--- config.mk ---
export PLATFORM = sky130hd
export DESIGN_NAME = xylm_ctrl
export DESIGN_NICKNAME = d
export VERILOG_FILES = /design/src/hw/rtl/xylm_pkg.sv /design/src/hw/rtl/xylm_ctrl.sv
export SDC_FILE = /design/constraint.sdc
export NUM_CORES = 1
export LEC_CHECK = 0
export BUFFER_PORTS_ARGS = -buffer_cell sky130_fd_sc_hd__clkbuf_2
export CAP_MARGIN = 10
export CORE_MARGIN = 10
export CORE_UTILIZATION = 48
export DETAILED_ROUTE_END_ITERATION = 6
export PLACE_DENSITY_LB_ADDON = 0.12
export SLEW_MARGIN = 20
export SYNTH_ARGS = -nofsm -noshare
export SYNTH_HDL_FRONTEND = slang
export SYNTH_SLANG_ARGS = --single-unit
--- constraint.sdc ---
create_clock -name clk -period 1.95 [get_ports clk]
set_clock_uncertainty 0.2 [all_clocks]
set_input_delay 0.195 -clock clk [delete_from_list [all_inputs] [get_ports clk]]
set_output_delay 0.195 -clock clk [all_outputs]
set_load 0.01 [all_outputs]
--- src/hw/rtl/xylm_pkg.sv ---
package xylm_pkg;

  // Lattice geometry: the side is a power of two so that neighbours wrap by plain
  // modular bit arithmetic on the row and column fields.
  localparam int SIDE_BITS      = 6;
  localparam int SIDE           = 1 << SIDE_BITS;
  localparam int SITE_W         = 2 * SIDE_BITS;
  localparam int SITES          = 1 << SITE_W;

  localparam int ANGLE_BITS     = 16;
  localparam int TRIG_FRAC_BITS = 15;
  localparam int TRIG_W         = TRIG_FRAC_BITS + 2;

  localparam int ACTION_W       = 2;
  localparam int IN_SITE_W      = 12;
  localparam int IN_ANGLE_W     = 16;
  localparam int BETA_W         = 16;
  localparam int E_W            = 30;
  localparam int H_W            = 29;
  localparam int M_W            = 29;
  localparam int P_W            = 17;

  localparam int ACC_W          = SITE_W + TRIG_FRAC_BITS + 4;
  localparam int DE_W           = TRIG_FRAC_BITS + 5;

  localparam logic [BETA_W-1:0] BETA_RESET = 16'd256;

  localparam logic [ACTION_W-1:0] ACT_WRITE   = 2'd0;
  localparam logic [ACTION_W-1:0] ACT_EVAL    = 2'd1;
  localparam logic [ACTION_W-1:0] ACT_MEASURE = 2'd2;

  // Operand codes; the first five double as neighbour codes for spin reads.
  localparam logic [2:0] OP_SELF = 3'd0;
  localparam logic [2:0] OP_R    = 3'd1;
  localparam logic [2:0] OP_L    = 3'd2;
  localparam logic [2:0] OP_D    = 3'd3;
  localparam logic [2:0] OP_U    = 3'd4;
  localparam logic [2:0] OP_NEW  = 3'd5;
  localparam logic [2:0] OP_ZERO = 3'd6;

  localparam logic [1:0] DST_E  = 2'd0;
  localparam logic [1:0] DST_H  = 2'd1;
  localparam logic [1:0] DST_MX = 2'd2;
  localparam logic [1:0] DST_MY = 2'd3;

  localparam int TERM_W = 5;
  localparam logic [TERM_W-1:0] EVAL_FIRST = 5'd0;
  localparam logic [TERM_W-1:0] EVAL_LAST  = 5'd15;
  localparam logic [TERM_W-1:0] MEAS_FIRST = 5'd16;
  localparam logic [TERM_W-1:0] MEAS_LAST  = 5'd20;

  localparam logic [30:0] ONE30 = 31'd1073741824;
  localparam logic [30:0] SC1   = 31'd1686629713;
  localparam logic [30:0] SC3   = 31'd693598668;
  localparam logic [30:0] SC5   = 31'd85569306;
  localparam logic [30:0] SC7   = 31'd5026995;
  localparam logic [30:0] SC9   = 31'd172273;
  localparam logic [16:0] INV_LN2_Q16 = 17'd94548;
  localparam logic [29:0] LN2_Q30     = 30'd744261118;
  localparam logic [P_W-1:0] PROB_ONE = 17'd65536;

  typedef struct packed {
    logic [2:0] a_sel;
    logic [2:0] b_sel;
    logic       cosine;
    logic       negate;
    logic [1:0] dest;
  } term_t;

  typedef struct packed {
    logic              clr_we;
    logic [SITE_W-1:0] clr_addr;
    logic              item_wr;
    logic              item_load;
    logic              rd_en;
    logic [2:0]        rd_nb;
    logic              capture;
    logic              scan_mode;
    logic [SITE_W-1:0] scan_site;
    logic              term_start;
    logic [TERM_W-1:0] term_idx;
    logic              exp_start;
    logic              out_load;
  } ctl_cmd_t;

  typedef struct packed {
    logic trig_done;
    logic exp_done;
    logic out_busy;
  } ctl_status_t;

  // One trig term: sign, function, operand pair of the phase (a - b) and destination accumulator.
  function automatic term_t term_of(input logic [TERM_W-1:0] idx);
    term_t tm;
    tm = '{a_sel: OP_ZERO, b_sel: OP_ZERO, cosine: 1'b0, negate: 1'b0, dest: DST_E};
    unique case (idx)
      5'd0:  tm = '{OP_SELF, OP_R,    1'b1, 1'b0, DST_E};
      5'd1:  tm = '{OP_NEW,  OP_R,    1'b1, 1'b1, DST_E};
      5'd2:  tm = '{OP_SELF, OP_L,    1'b1, 1'b0, DST_E};
      5'd3:  tm = '{OP_NEW,  OP_L,    1'b1, 1'b1, DST_E};
      5'd4:  tm = '{OP_SELF, OP_D,    1'b1, 1'b0, DST_E};
      5'd5:  tm = '{OP_NEW,  OP_D,    1'b1, 1'b1, DST_E};
      5'd6:  tm = '{OP_SELF, OP_U,    1'b1, 1'b0, DST_E};
      5'd7:  tm = '{OP_NEW,  OP_U,    1'b1, 1'b1, DST_E};
      5'd8:  tm = '{OP_L,    OP_NEW,  1'b0, 1'b0, DST_H};
      5'd9:  tm = '{OP_NEW,  OP_R,    1'b0, 1'b0, DST_H};
      5'd10: tm = '{OP_L,    OP_SELF, 1'b0, 1'b1, DST_H};
      5'd11: tm = '{OP_SELF, OP_R,    1'b0, 1'b1, DST_H};
      5'd12: tm = '{OP_NEW,  OP_ZERO, 1'b1, 1'b0, DST_MX};
      5'd13: tm = '{OP_SELF, OP_ZERO, 1'b1, 1'b1, DST_MX};
      5'd14: tm = '{OP_NEW,  OP_ZERO, 1'b0, 1'b0, DST_MY};
      5'd15: tm = '{OP_SELF, OP_ZERO, 1'b0, 1'b1, DST_MY};
      5'd16: tm = '{OP_SELF, OP_R,    1'b1, 1'b1, DST_E};
      5'd17: tm = '{OP_SELF, OP_D,    1'b1, 1'b1, DST_E};
      5'd18: tm = '{OP_SELF, OP_R,    1'b0, 1'b0, DST_H};
      5'd19: tm = '{OP_SELF, OP_ZERO, 1'b1, 1'b0, DST_MX};
      5'd20: tm = '{OP_SELF, OP_ZERO, 1'b0, 1'b0, DST_MY};
      default: tm = '{OP_ZERO, OP_ZERO, 1'b0, 1'b0, DST_E};
    endcase
    return tm;
  endfunction

  // floor(2^32 / k) for the Horner divisors of the exponential.
  function automatic logic [32:0] recip(input logic [2:0] k);
    logic [32:0] m;
    unique case (k)
      3'd1:    m = 33'h1_0000_0000;
      3'd2:    m = 33'd2147483648;
      3'd3:    m = 33'd1431655765;
      3'd4:    m = 33'd1073741824;
      3'd5:    m = 33'd858993459;
      3'd6:    m = 33'd715827882;
      3'd7:    m = 33'd613566756;
      default: m = 33'd0;
    endcase
    return m;
  endfunction

  function automatic logic signed [ACC_W-1:0] sat(input logic signed [ACC_W-1:0] v,
                                                  input int w);
    logic signed [ACC_W-1:0] hi;
    logic signed [ACC_W-1:0] lo;
    hi = signed'((ACC_W'(1) << (w - 1)) - ACC_W'(1));
    lo = -hi - signed'(ACC_W'(1));
    if (v > hi) begin
      return hi;
    end
    if (v < lo) begin
      return lo;
    end
    return v;
  endfunction

endpackage

--- src/hw/rtl/xylm_ctrl.sv ---
module xylm_ctrl (
  input  logic                              clk,
  input  logic                              rst,
  input  logic                              in_valid,
  input  logic [xylm_pkg::ACTION_W-1:0]     action,
  output logic                              in_stall,
  output xylm_pkg::ctl_cmd_t                cmd,
  input  xylm_pkg::ctl_status_t             status
);

  localparam logic [3:0] S_CLEAR = 4'd0;
  localparam logic [3:0] S_IDLE  = 4'd1;
  localparam logic [3:0] S_READ  = 4'd2;
  localparam logic [3:0] S_LATCH = 4'd3;
  localparam logic [3:0] S_TERM  = 4'd4;
  localparam logic [3:0] S_TWAIT = 4'd5;
  localparam logic [3:0] S_EXP   = 4'd6;
  localparam logic [3:0] S_EWAIT = 4'd7;
  localparam logic [3:0] S_NEXT  = 4'd8;
  localparam logic [3:0] S_DONE  = 4'd9;

  localparam logic [xylm_pkg::SITE_W-1:0] LAST_SITE = '1;

  logic [3:0]                    state;
  logic [3:0]                    state_next;
  logic [xylm_pkg::SITE_W-1:0]   clr_cnt;
  logic [xylm_pkg::SITE_W-1:0]   scan;
  logic [2:0]                    rd_idx;
  logic [xylm_pkg::TERM_W-1:0]   term_idx;
  logic                          is_meas;
  logic                          last_read;
  logic                          last_term;

  assign in_stall  = (state != S_IDLE);
  assign last_read = is_meas ? (rd_idx == xylm_pkg::OP_D) : (rd_idx == xylm_pkg::OP_U);
  assign last_term = is_meas ? (term_idx == xylm_pkg::MEAS_LAST)
                             : (term_idx == xylm_pkg::EVAL_LAST);

  always_comb begin
    cmd            = '0;
    cmd.clr_addr   = clr_cnt;
    cmd.rd_nb      = rd_idx;
    cmd.scan_mode  = is_meas;
    cmd.scan_site  = scan;
    cmd.term_idx   = term_idx;
    state_next     = state;
    unique case (state)
      S_CLEAR: begin
        cmd.clr_we = 1'b1;
        if (clr_cnt == LAST_SITE) begin
          state_next = S_IDLE;
        end
      end
      S_IDLE: begin
        if (in_valid) begin
          cmd.item_load = 1'b1;
          cmd.item_wr   = (action == xylm_pkg::ACT_WRITE);
          if ((action == xylm_pkg::ACT_EVAL) || (action == xylm_pkg::ACT_MEASURE)) begin
            state_next = S_READ;
          end else begin
            state_next = S_DONE;
          end
        end
      end
      S_READ: begin
        cmd.rd_en  = 1'b1;
        state_next = S_LATCH;
      end
      S_LATCH: begin
        cmd.capture = 1'b1;
        state_next  = last_read ? S_TERM : S_READ;
      end
      S_TERM: begin
        cmd.term_start = 1'b1;
        state_next     = S_TWAIT;
      end
      S_TWAIT: begin
        if (status.trig_done) begin
          if (!last_term) begin
            state_next = S_TERM;
          end else if (is_meas) begin
            state_next = S_NEXT;
          end else begin
            state_next = S_EXP;
          end
        end
      end
      S_EXP: begin
        cmd.exp_start = 1'b1;
        state_next    = S_EWAIT;
      end
      S_EWAIT: begin
        if (status.exp_done) begin
          state_next = S_DONE;
        end
      end
      S_NEXT: begin
        state_next = (scan == LAST_SITE) ? S_DONE : S_READ;
      end
      S_DONE: begin
        if (!status.out_busy) begin
          cmd.out_load = 1'b1;
          state_next   = S_IDLE;
        end
      end
      default: state_next = S_IDLE;
    endcase
  end

  always_ff @(posedge clk) begin
    if (rst) begin
      state    <= S_CLEAR;
      clr_cnt  <= '0;
      scan     <= '0;
      rd_idx   <= xylm_pkg::OP_SELF;
      term_idx <= xylm_pkg::EVAL_FIRST;
      is_meas  <= 1'b0;
    end else begin
      state <= state_next;
      if (state == S_CLEAR) begin
        clr_cnt <= clr_cnt + xylm_pkg::SITE_W'(1);
      end
      if (cmd.item_load) begin
        is_meas  <= (action == xylm_pkg::ACT_MEASURE);
        scan     <= '0;
        rd_idx   <= xylm_pkg::OP_SELF;
      end
      if (state == S_LATCH) begin
        if (last_read) begin
          rd_idx   <= xylm_pkg::OP_SELF;
          term_idx <= is_meas ? xylm_pkg::MEAS_FIRST : xylm_pkg::EVAL_FIRST;
        end else if (is_meas && (rd_idx == xylm_pkg::OP_R)) begin
          rd_idx <= xylm_pkg::OP_D;
        end else begin
          rd_idx <= rd_idx + 3'd1;
        end
      end
      if ((state == S_TWAIT) && status.trig_done && !last_term) begin
        term_idx <= term_idx + xylm_pkg::TERM_W'(1);
      end
      if ((state == S_NEXT) && (scan != LAST_SITE)) begin
        scan <= scan + xylm_pkg::SITE_W'(1);
      end
    end
  end

endmodule

=== Yosys cells after proc, flatten, opt, wreduce, memory -nomap -nowiden ===
Index checks and enable logic that the tools add are counted.

* Output and inout port bits: 42
* Input bits: 8
* Flip-flop bits (word level): 37
* Word-level logic and storage cells: 81

* Reduce and logical (&&, ||, !) cells: 14
* Add/subtract/negate cells: 4
* Equality and inequality tests: 25
* Muxes and demuxes: 32

{| class="wikitable"
|+ Operator list
! operator !! count
|-
| 4-bit one-hot mux with 10 select lines || 1
|-
| 4-bit 2-to-1 mux || 9
|-
| 12-bit by 1-bit adder with 12-bit output (second input constant) || 2
|-
| 12-bit equality test (second input constant) || 2
|-
| 12-bit 2-to-1 mux || 2
|-
| 5-bit 2-to-1 mux || 4
|-
| 4-bit by 3-bit equality test with 1-bit output (second input constant) || 4
|-
| 3-bit 2-to-1 mux || 5
|-
| 12-bit != test (second input constant) || 1
|-
| 2-bit != test (second input constant) || 5
|-
| 1-bit 2-to-1 mux || 9
|-
| 4-bit by 2-bit equality test with 1-bit output (second input constant) || 2
|-
| 4-bit equality test (second input constant) || 2
|-
| 2-bit nonzero test || 4
|-
| 5-bit by 1-bit adder with 5-bit output (second input constant) || 1
|-
| 5-bit by 4-bit equality test with 1-bit output (second input constant) || 1
|-
| 5-bit equality test (second input constant) || 1
|-
| 5-bit AND reduction || 1
|-
| 4-bit by 1-bit equality test with 1-bit output (second input constant) || 1
|-
| 1-bit logical AND || 4
|-
| 4-bit zero test || 1
|-
| 2-bit 2-to-1 mux || 2
|-
| 4-bit by 1-bit != test with 1-bit output (second input constant) || 1
|-
| 3-bit by 1-bit adder with 3-bit output (second input constant) || 1
|-
| 9 further kinds || 9
|}

=== Longest topological paths before layout ===
Gate-level depths: netlist of the first run.

* Depth in word-level cells: 6
* Depth in mapped cells: 7
* Gate-level depth less buffers: 7

=== Worst setup path before layout of the first run ===
OpenSTA, ideal clock, no wires.

* Kind: flip-flop to flip-flop
* Start point: reg state[3]
* End point: reg clr_cnt[9] (netlist bit)
* Cell stages (with the launch flop): 6
* Path buffers: 1
* Library setup time: 0.070 ns
* Data required time: 1.680 ns
* Arrival time: 1.601 ns
* Setup slack: 0.079 ns
* Cells stage by stage: dfxtp_1 > buf_6 > nor4_4 > nand4_4 > or3_1 > a21oi_1

* Word-level cells in the longest chain between the ends: 1

{| class="wikitable"
|+ Ends and longest elaborated chain
! what !! line !! RTL
|-
| start: declaration || xylm_ctrl.sv:24 || <nowiki>logic [3:0] state;</nowiki>
|-
| start signal: assignment || xylm_ctrl.sv:119 || <nowiki>state <= state_next;</nowiki>
|-
| 4-bit zero test || xylm_ctrl.sv:120 || <nowiki>if (state == S_CLEAR) begin</nowiki>
|-
| end signal: assignment || xylm_ctrl.sv:121 || <nowiki>clr_cnt <= clr_cnt + xylm_pkg::SITE_W'(1);</nowiki>
|-
| end: declaration || xylm_ctrl.sv:26 || <nowiki>logic [xylm_pkg::SITE_W-1:0] clr_cnt;</nowiki>
|}

Every way passes these cells.
A chain may end at the register's enable or synchronous reset.

==> out/results.ini, run 1 <==
[yosys]
syn_nets=275
synth-compound-area-share_pct=13.90
synth_edf_count=0
syn_avg_cell_area_um2=8.345
yosys_register_bits=37
synth_xor_area_share_pct=5.652
synth_fa_ha_area_share_pct=4.037
yosys.area.top_type=dfxtp_1
synth_area_mm2=0.002170
synthArstFlopShare_pct=0
netlist-cell-type-count=53
synth_top_area_share_pct=34.14
syn_inst=260
ys_seq_area_share_pct=34.14
synthSimpleGateAreaFrac_pct=37.37
synth_ff_type=dfxtp_1
yosysWarningCount=0
synthTopCellsByArea=dfxtp_1, nor2_1, ha_1
synth_mux_area_share_pct=0.4614
synthTopCellsByCount=dfxtp_1, nor2_1, nand2_1
yosysMostFrequentCell=dfxtp_1
synth_top_family_by_area=simple AND/OR/NAND/NOR gates

[sta]
period_share_pct=97.86
fin_crit_ns=1.908
worst_pin_slew_ns=0.3442
max-slew-margin-rel_pct=77.05
setup_violations=0
finalHoldViolations=0
slew_viol_final=0
fmaxAchievable_mhz=524.0
fin_setup_tns_ns=0

[status]
status=finished, final reports clean

[die]
start_util_pct=49.83
num_rows=24
ios=50
die_w_um=87.23
die_height_um=87.23
core_area_mm2=0.004354
die-area_mm2=0.007609

[global_routing]
grt_remaining_overflow=0
track_usage_pct=15.57
grt_pass1_wl_um=9873
grt_max_degree=16
antenna_found_initial=0
use_met1_pct=19.72
use_met2_pct=24.92
grt_busiest_layer=met2
grt_pass1_vias=2149
grtUsageMet3_pct=4.494

[worst_setup_path]
crit_fanout=5
endpoint_kind=output pin
r2r_start=state[2]
crit_end=cmd[40]
reg2reg_depth=6
r2r_slack_ns=0.05
path_class=reg2out
cp.required_ns=1.55
r2r-end=clr_cnt[9]
setup.worst_path.start_class=flip-flop
cp_data_arrival_time_ns=1.51
cp-startpoint=state[2]

[placed_design]
place_area_mm2=0.002646
io_buffers=49
dpl.hpwl_um=4448
gp_congestion=0.8943

[clocking]
cts_tree=yes
clk_pin_slew_ns=0.08
htree_levels=2
cts_buffer_depth=2
clock_sinks=37
insertion_delay_ns=0.30
numCtsBuffers=5
cts_root_buf=clkbuf_8

[drt]
post_drt_wl_per_cell_um=15.34
vias=2209
wl_um=6091
drc=0
vias_per_cell=5.564
initialDrtViolationCount=216
antenna_left=0
drtPass1Iterations=5

[pwr]
powerDensity_mw_per_mm2=489.8
leakage_nw=1.260
vdd_drop_max_v=0.0003387

[final_layout]
stdcell_area_mm2=0.002894
drive_gt1_share_pct=34.78
nets=359
n_antenna_cell=0
syn2layout_area_growth_pct=33.39

[hold_path]
hold_class=in2reg

[run]
drv_cap=0

==> timing repair <==
item / CTS / global route
resized for setup: 5 / 21
endpoints found under the hold margin: 1 / 0
hold buffers: 1 / 0
endpoints found under the setup margin: 3 / 13
setup buffers: 1 / 7
pin swaps: 1 / 4
==> registers in the layout, indices dropped and copies added (netlist names) <==
name and cells:
scan 12, clr_cnt 12, is_meas 1, rd_idx 3
term_idx 5, state 4
==> critical path: stages (launching register included) <==
cell	delay, ns
dfxtp_4	0.38
buf_4	0.16
nor4_4	0.28
buf_4	0.16
buf_4	0.13
buf_6	0.10
==> metal layers <==
metal	vias up	wire length [µm]	part of all wire, %
met1	1023	2735	45
li1	1109	-	-
met5	-	0	0
met2	68	2851	47
met3	9	421	6.9
met4	0	83	1.4
==> power by group <==
group	leakage [nW]	switching (mW)	internal, mW
clock	0.0512	0.300	0.287
sequential	0.302	0.00842	0.757
combinational	0.906	0.0382	0.0267
==> area by class of cell <==
cell class | count | area [µm²]
Clock buffer | 6 | 82.58
Clock inverter | 2 | 13.76
Fill cell | 358 | 1460
Inverter | 8 | 30.03
Multi-Input combinational cell | 203 | 1375
Sequential cell | 37 | 753.2
Tap cell | 52 | 65.06
Timing Repair Buffer | 89 | 574.3
==> placed cells by master (no fill, tap or decap), types with 7 or more instances in the layout <==
master and n:
nor3_1 10, dfxtp_1 31, nand3_1 13, ha_1 7
xor2_1 9, nor2_1 29, inv_1 7, a21oi_1 11
nand2_1 20, buf_4 36, clkbuf_2 48
==> how the worst min path moves through the flow <==
stage,startpoint,endpoint,depth (start not counted)
detailed placement,status[0],state[3],3
global route,action[1],is_meas,4
global placement,clr_cnt[9],clr_cnt[9],2
CTS,action[1],is_meas,4
floorplan,status[0],state[3],2
finish,action[1],is_meas,4
==> kinds of logic (layout without fill, tap and decap cells) <==
kind of cell	count (synthesis)	count (layout)
AOI/OAI and AO/OA	44	44
xor gates and xnor gates	14	14
adders and majority gates	7	7
buffers and inverters	20	105
DFF	37	37
muxes	1	1
and+or+nand+nor	137	137
==> stage by stage <==
step,instances,total power [mW],hold WS (ns),util [%],setup WS [ns]
floorplan,260,0.8199,0.1686,-,0.07886
global placement,380,0.8474,0.2995,60.78,0.07597
detailed placement,380,0.8479,0.3029,60.78,0.02368
CTS,390,1.437,0.1081,63.53,-0.004470
global route,397,1.472,0.1184,66.47,-0.008363
finish,397,1.418,0.1114,66.47,0.04175
(Power assumes the default switching activity.)
==> run 2, diff against run 1 <==
==> constraint.sdc (replaced) <==
create_clock -name clk -period 1.95 [get_ports clk]
set_clock_uncertainty 0.2 [all_clocks]
set_input_delay 0 -clock clk [delete_from_list [all_inputs] [get_ports clk]]
set_output_delay 0 -clock clk [all_outputs]
set_load 0.01 [all_outputs]
==> run 2 against run 1 <==
Clock power decreased by 4.6%. Power decreased by 1.4%. Highest routed layer unchanged. Combinational power increased by 8.0%. Cell count decreased by 0.25%.
==> out/results.ini, run 2 (same netlist as run 1, synthesis figures left out) <==
[clocking]
htree_levels=2
cts_root_buf=clkbuf_8
insertion_delay_ns=0.29
numCtsBuffers=5
cts_buffer_depth=2
cts_tree=yes
clock_sinks=37
clk_pin_slew_ns=0.08

[global_routing]
grt_max_degree=25
antenna_found_initial=0
grt_remaining_overflow=0
grt_pass1_wl_um=9487
track_usage_pct=15.12
grt_pass1_vias=1990

[die]
die_w_um=87.23
core_area_mm2=0.004354
die_height_um=87.23
num_rows=24
ios=50
die-area_mm2=0.007609
start_util_pct=49.83

[pwr]
p_int_mw=1.070
p_comb_share_pct=5.0
switchingPower_mw=0.3271
leakage_nw=1.234
vdd_drop_max_v=0.0003467
pwr-share-seq_pct=54.9
switching_share_pct=23.41
powerDensity_mw_per_mm2=486.0
clkPwrFrac_pct=40.1

[worst_setup_path]
path_cells=or4b_4 > a31oi_4 > buf_4 > a21oi_1 > a31oi_1
cp_slowest_cell=or4b_4
cp_slowest_stage_delay_ns=0.59
crit_fanout=7
crit_buf_inv=1
path_class=reg2reg
cp_data_arrival_time_ns=1.88
critPathTopFamily=simple AND/OR/NAND/NOR gates
cp.required_ns=1.95
setup.worst_path.start_class=flip-flop
endpoint_kind=flip-flop

[final_layout]
layout_common_cells=clkbuf_2, buf_4, dfxtp_1
final_util_pct=66.03
top_regs=clr_cnt: 12 flops, scan: 12 flops, term_idx: 5 flops
nets=359
syn2layout_area_growth_pct=32.53
drive_gt1_share_pct=32.85
final_common_cell=clkbuf_2
n_antenna_cell=0

[placed_design]
post-place-ws_ns=0.005043
dpl.hpwl_um=4471
io_buffers=49
gp_congestion=0.8456

[drt]
highest_layer=met4
dr_wl_met2_um=2728
antenna_left=0
post_drt_wl_per_cell_um=14.93
initialDrtViolationCount=160
wl_met1_um=2797
wl_um=5914
wl_met3_um=317
vias_per_cell=5.381
drc=0
drtPass1Iterations=4
vias=2131

[sta]
rsz0062_at_grt=yes
fmaxAchievable_mhz=532.2
finalHoldViolations=0
fin_ws_ns=0.07099
slew_viol_final=0
fin_setup_tns_ns=0
period_share_pct=96.36
setup_violations=0
max-slew-margin-rel_pct=68.43
worst_pin_slew_ns=0.4736
fin_crit_ns=1.879

[hold_path]
hold_class=in2reg

[run]
drv_cap=0

[status]
status=finished, final reports clean

run 2: final timing paths:
path             from       end  slack [ns]  cells after the start
min reg2reg  scan[11]  scan[11]        0.31                      2
max reg2reg  state[2]  state[1]        0.07                      5
min               rst   scan[8]       0.005                      2
max          state[2]  state[1]        0.07                      5
run 2: power groups by stage:
stage          clock network [mW]  logic, mW  registers, mW
2_1_floorplan                   0     0.0312          0.789
4_1_cts                     0.575     0.0695          0.769
3_5_place_dp                    0     0.0595          0.787
5_1_grt                     0.618     0.0780          0.769
3_3_place_gp                    0     0.0584          0.787
6_report                    0.560     0.0702          0.767
run 2: area by class of cell:
cell class	count	area [µm²]
Clock buffer	6	82.58
Clock inverter	1	7.507
Fill cell	384	1479
Inverter	8	30.03
Multi-Input combinational cell	203	1374
Sequential cell	37	752.0
Tap cell	52	65.06
Timing Repair Buffer	89	564.3
run 2: per-stage QoR:
stage                     hold slack (ns)  power, mW  std cells  instance area, µm²
final                            0.005041      1.397        396                2875
after global routing              0.03703      1.465        396                2875
after CTS                        0.009539      1.413        392                2790
after detailed placement          0.06110     0.8461        379                2639
after global placement            0.05458     0.8450        379                2639
after floorplan                   -0.1525     0.8199        260                2170
run 2: routing by layer:
layer | vias up | GRT usage [%]
met2 | 43 | 23.45
met3 | 10 | 5.150
met1 | 972 | 19.17
li1 | 1106 | -
met4 | 0 | 4.783
met5 | - | 0
run 2: what timing repair did:
item | in CTS | in global routing
resized for setup | 1 | 19
hold buffers | 6 | 0
pin swaps | 0 | 4
hold endpoints to repair | 4 | 0
setup buffers | 0 | 4
setup endpoints to repair | 1 | 14
==> run 3, diff against run 2 <==
--- a/config.mk
+++ b/config.mk
@@ -5,12 +5,14 @@
 export SDC_FILE = /design/constraint.sdc
 export NUM_CORES = 1
 export LEC_CHECK = 0
-export BUFFER_PORTS_ARGS = -buffer_cell sky130_fd_sc_hd__clkbuf_2
 export CAP_MARGIN = 10
+export CELL_PAD_IN_SITES_DETAIL_PLACEMENT = 0
+export CELL_PAD_IN_SITES_GLOBAL_PLACEMENT = 1
 export CORE_MARGIN = 10
-export CORE_UTILIZATION = 48
+export CORE_UTILIZATION = 42
 export DETAILED_ROUTE_END_ITERATION = 6
-export PLACE_DENSITY_LB_ADDON = 0.12
+export DONT_BUFFER_PORTS = 1
+export PLACE_DENSITY = 0.79
 export SLEW_MARGIN = 20
 export SYNTH_ARGS = -nofsm -noshare
 export SYNTH_HDL_FRONTEND = slang
==> run 3 against run 2 <==
Clock-buffer cell count is 1 lower. Setup slack improved by 0.0075 ns. Flip-flop and latch count is the same. Power is 6.6% higher. Critical path depth increased by 1. Clock power rose by 18%. Sequential share of layout area rose by 0.53 points. Largest cell class unchanged. Critical endpoint is now scan[11].
==> out/results.ini, run 3 (same netlist as run 1, synthesis figures left out) <==
[pwr]
clkPwrFrac_pct=44.2
powerDensity_mw_per_mm2=526.0
switchingPower_mw=0.3307
leakage_nw=1.139
switching_share_pct=22.20
vdd_drop_max_v=0.0003431
p_int_mw=1.159
pwr-share-seq_pct=51.1
p_comb_share_pct=4.6

[worst_setup_path]
path_cells=ha_1 > and4_2 > a21oi_1 > nand3_1 > or4_1 > nand2_1
r2r_slack_ns=0.08
cp_slowest_cell=or4_1
cp.required_ns=1.99
endpoint_kind=flip-flop
setup.worst_path.start_class=flip-flop
path_class=reg2reg
crit_buf_inv=0
crit_fanout=4
reg2reg_depth=6
cp_data_arrival_time_ns=1.91
r2r_start=scan[0]
critPathTopFamily=simple AND/OR/NAND/NOR gates
cp_slowest_stage_delay_ns=0.41
r2r-end=scan[11]

[drt]
antenna_left=0
vias_per_cell=5.380
drc=0
drtPass1Iterations=4
vias=2066
wl_um=5867
post_drt_wl_per_cell_um=15.28
initialDrtViolationCount=95

[hold_path]
hold_class=in2reg
hp-start=action[1]
whs_endpoint=state[1]
min_path_cells=5

[global_routing]
track_usage_pct=13.97
antenna_found_initial=0
grt_remaining_overflow=0
grt_max_degree=45
grt_pass1_wl_um=9942
grt_pass1_vias=1957

[sta]
whs_ns=0.05680
rsz0062_at_grt=yes
worst_pin_slew_ns=0.3821
period_share_pct=95.98
fmaxAchievable_mhz=534.3
slew_viol_final=0
max-slew-margin-rel_pct=74.33
fin_crit_ns=1.872
finalHoldViolations=0
setup_violations=0

[placed_design]
place_area_mm2=0.002559
gp_congestion=0.8803
dpl.hpwl_um=4429
io_buffers=0

[run]
drv_cap=0

[clocking]
clk_pin_slew_ns=0.08
cts_tree=yes
clock_sinks=37
cts_root_buf=clkbuf_8
cts_buffer_depth=2
insertion_delay_ns=0.29
numCtsBuffers=5
htree_levels=2

[die]
core_area_mm2=0.005042
die_height_um=91.87
start_util_pct=43.03
die_w_um=91.87
die-area_mm2=0.008440
ios=50
num_rows=26

[final_layout]
stdcell_area_mm2=0.002833
top_regs=clr_cnt: 12 flops, scan: 12 flops, term_idx: 5 flops
syn2layout_area_growth_pct=30.57
drive_gt1_share_pct=26.75
final_common_cell=buf_4
final_util_pct=56.18
layout_common_cells=buf_4, dfxtp_1, nor2_1
nets=329
n_antenna_cell=0

[status]
status=finished, final reports clean

[run 3: stage by stage]
step                      TNS (ns)  instances  power (mW)  worst slack, ns
after floorplan                  0        260      0.8199          0.07886
after global placement           0        367      0.8216          0.06348
after detailed placement         0        367      0.8219          0.01650
after CTS                        0        382       1.507         0.007114
after global routing      -0.01695        384       1.546         -0.01508
final                            0        384       1.490          0.07845
[run 3: what timing repair did]
item                                    CTS  global route
hold buffers                              8             0
buffers inserted                          0             2
endpoints found under the hold margin    38             0
resized for setup                         1            22
endpoints found under the setup margin    1            22
pin swaps                                 0             2
[run 3: cell type report]
type,count,area [µm²]
fill,492,2210
multi-input combinational,203,1383
sequential,37,755.7
timing repair buffer,59,473.0
tap,70,87.58
clock buffer,5,68.82
clock inverter,2,35.03
inverter,8,30.03
[run 3: tightest hold or removal path, cell delays in order]
cell and delay [ns]:
inv_1 0.03, ha_1 0.15, and3_1 0.15, a31oi_1 0.04, a31oi_1 0.14
[run 3: layer usage]
metal | routed length [µm] | global-route usage (%)
met5 | 0 | 0
met3 | 441 | 5.134
met1 | 2510 | 17.06
met2 | 2859 | 22.71
met4 | 55 | 3.470
[run 3: worst max path at each step]
stage               cells after the start          end      from  slack (ns)
detailed placement                      5  term_idx[4]   is_meas        0.02
CTS                                     6      cmd[27]  state[0]       0.007
floorplan                               5   clr_cnt[9]  state[3]        0.08
global placement                        6   clr_cnt[9]  state[3]        0.06
finish                                  6     scan[11]   scan[0]        0.08
global route                            6     scan[11]   scan[0]       -0.02
[run 3: power groups by stage]
stage	sequential [mW]	combinational (mW)	clock [mW]
2_1_floorplan	0.789	0.0312	0
3_3_place_gp	0.784	0.0379	0
3_5_place_dp	0.784	0.0381	0
4_1_cts	0.766	0.0689	0.672
5_1_grt	0.763	0.0778	0.705
6_report	0.762	0.0692	0.659
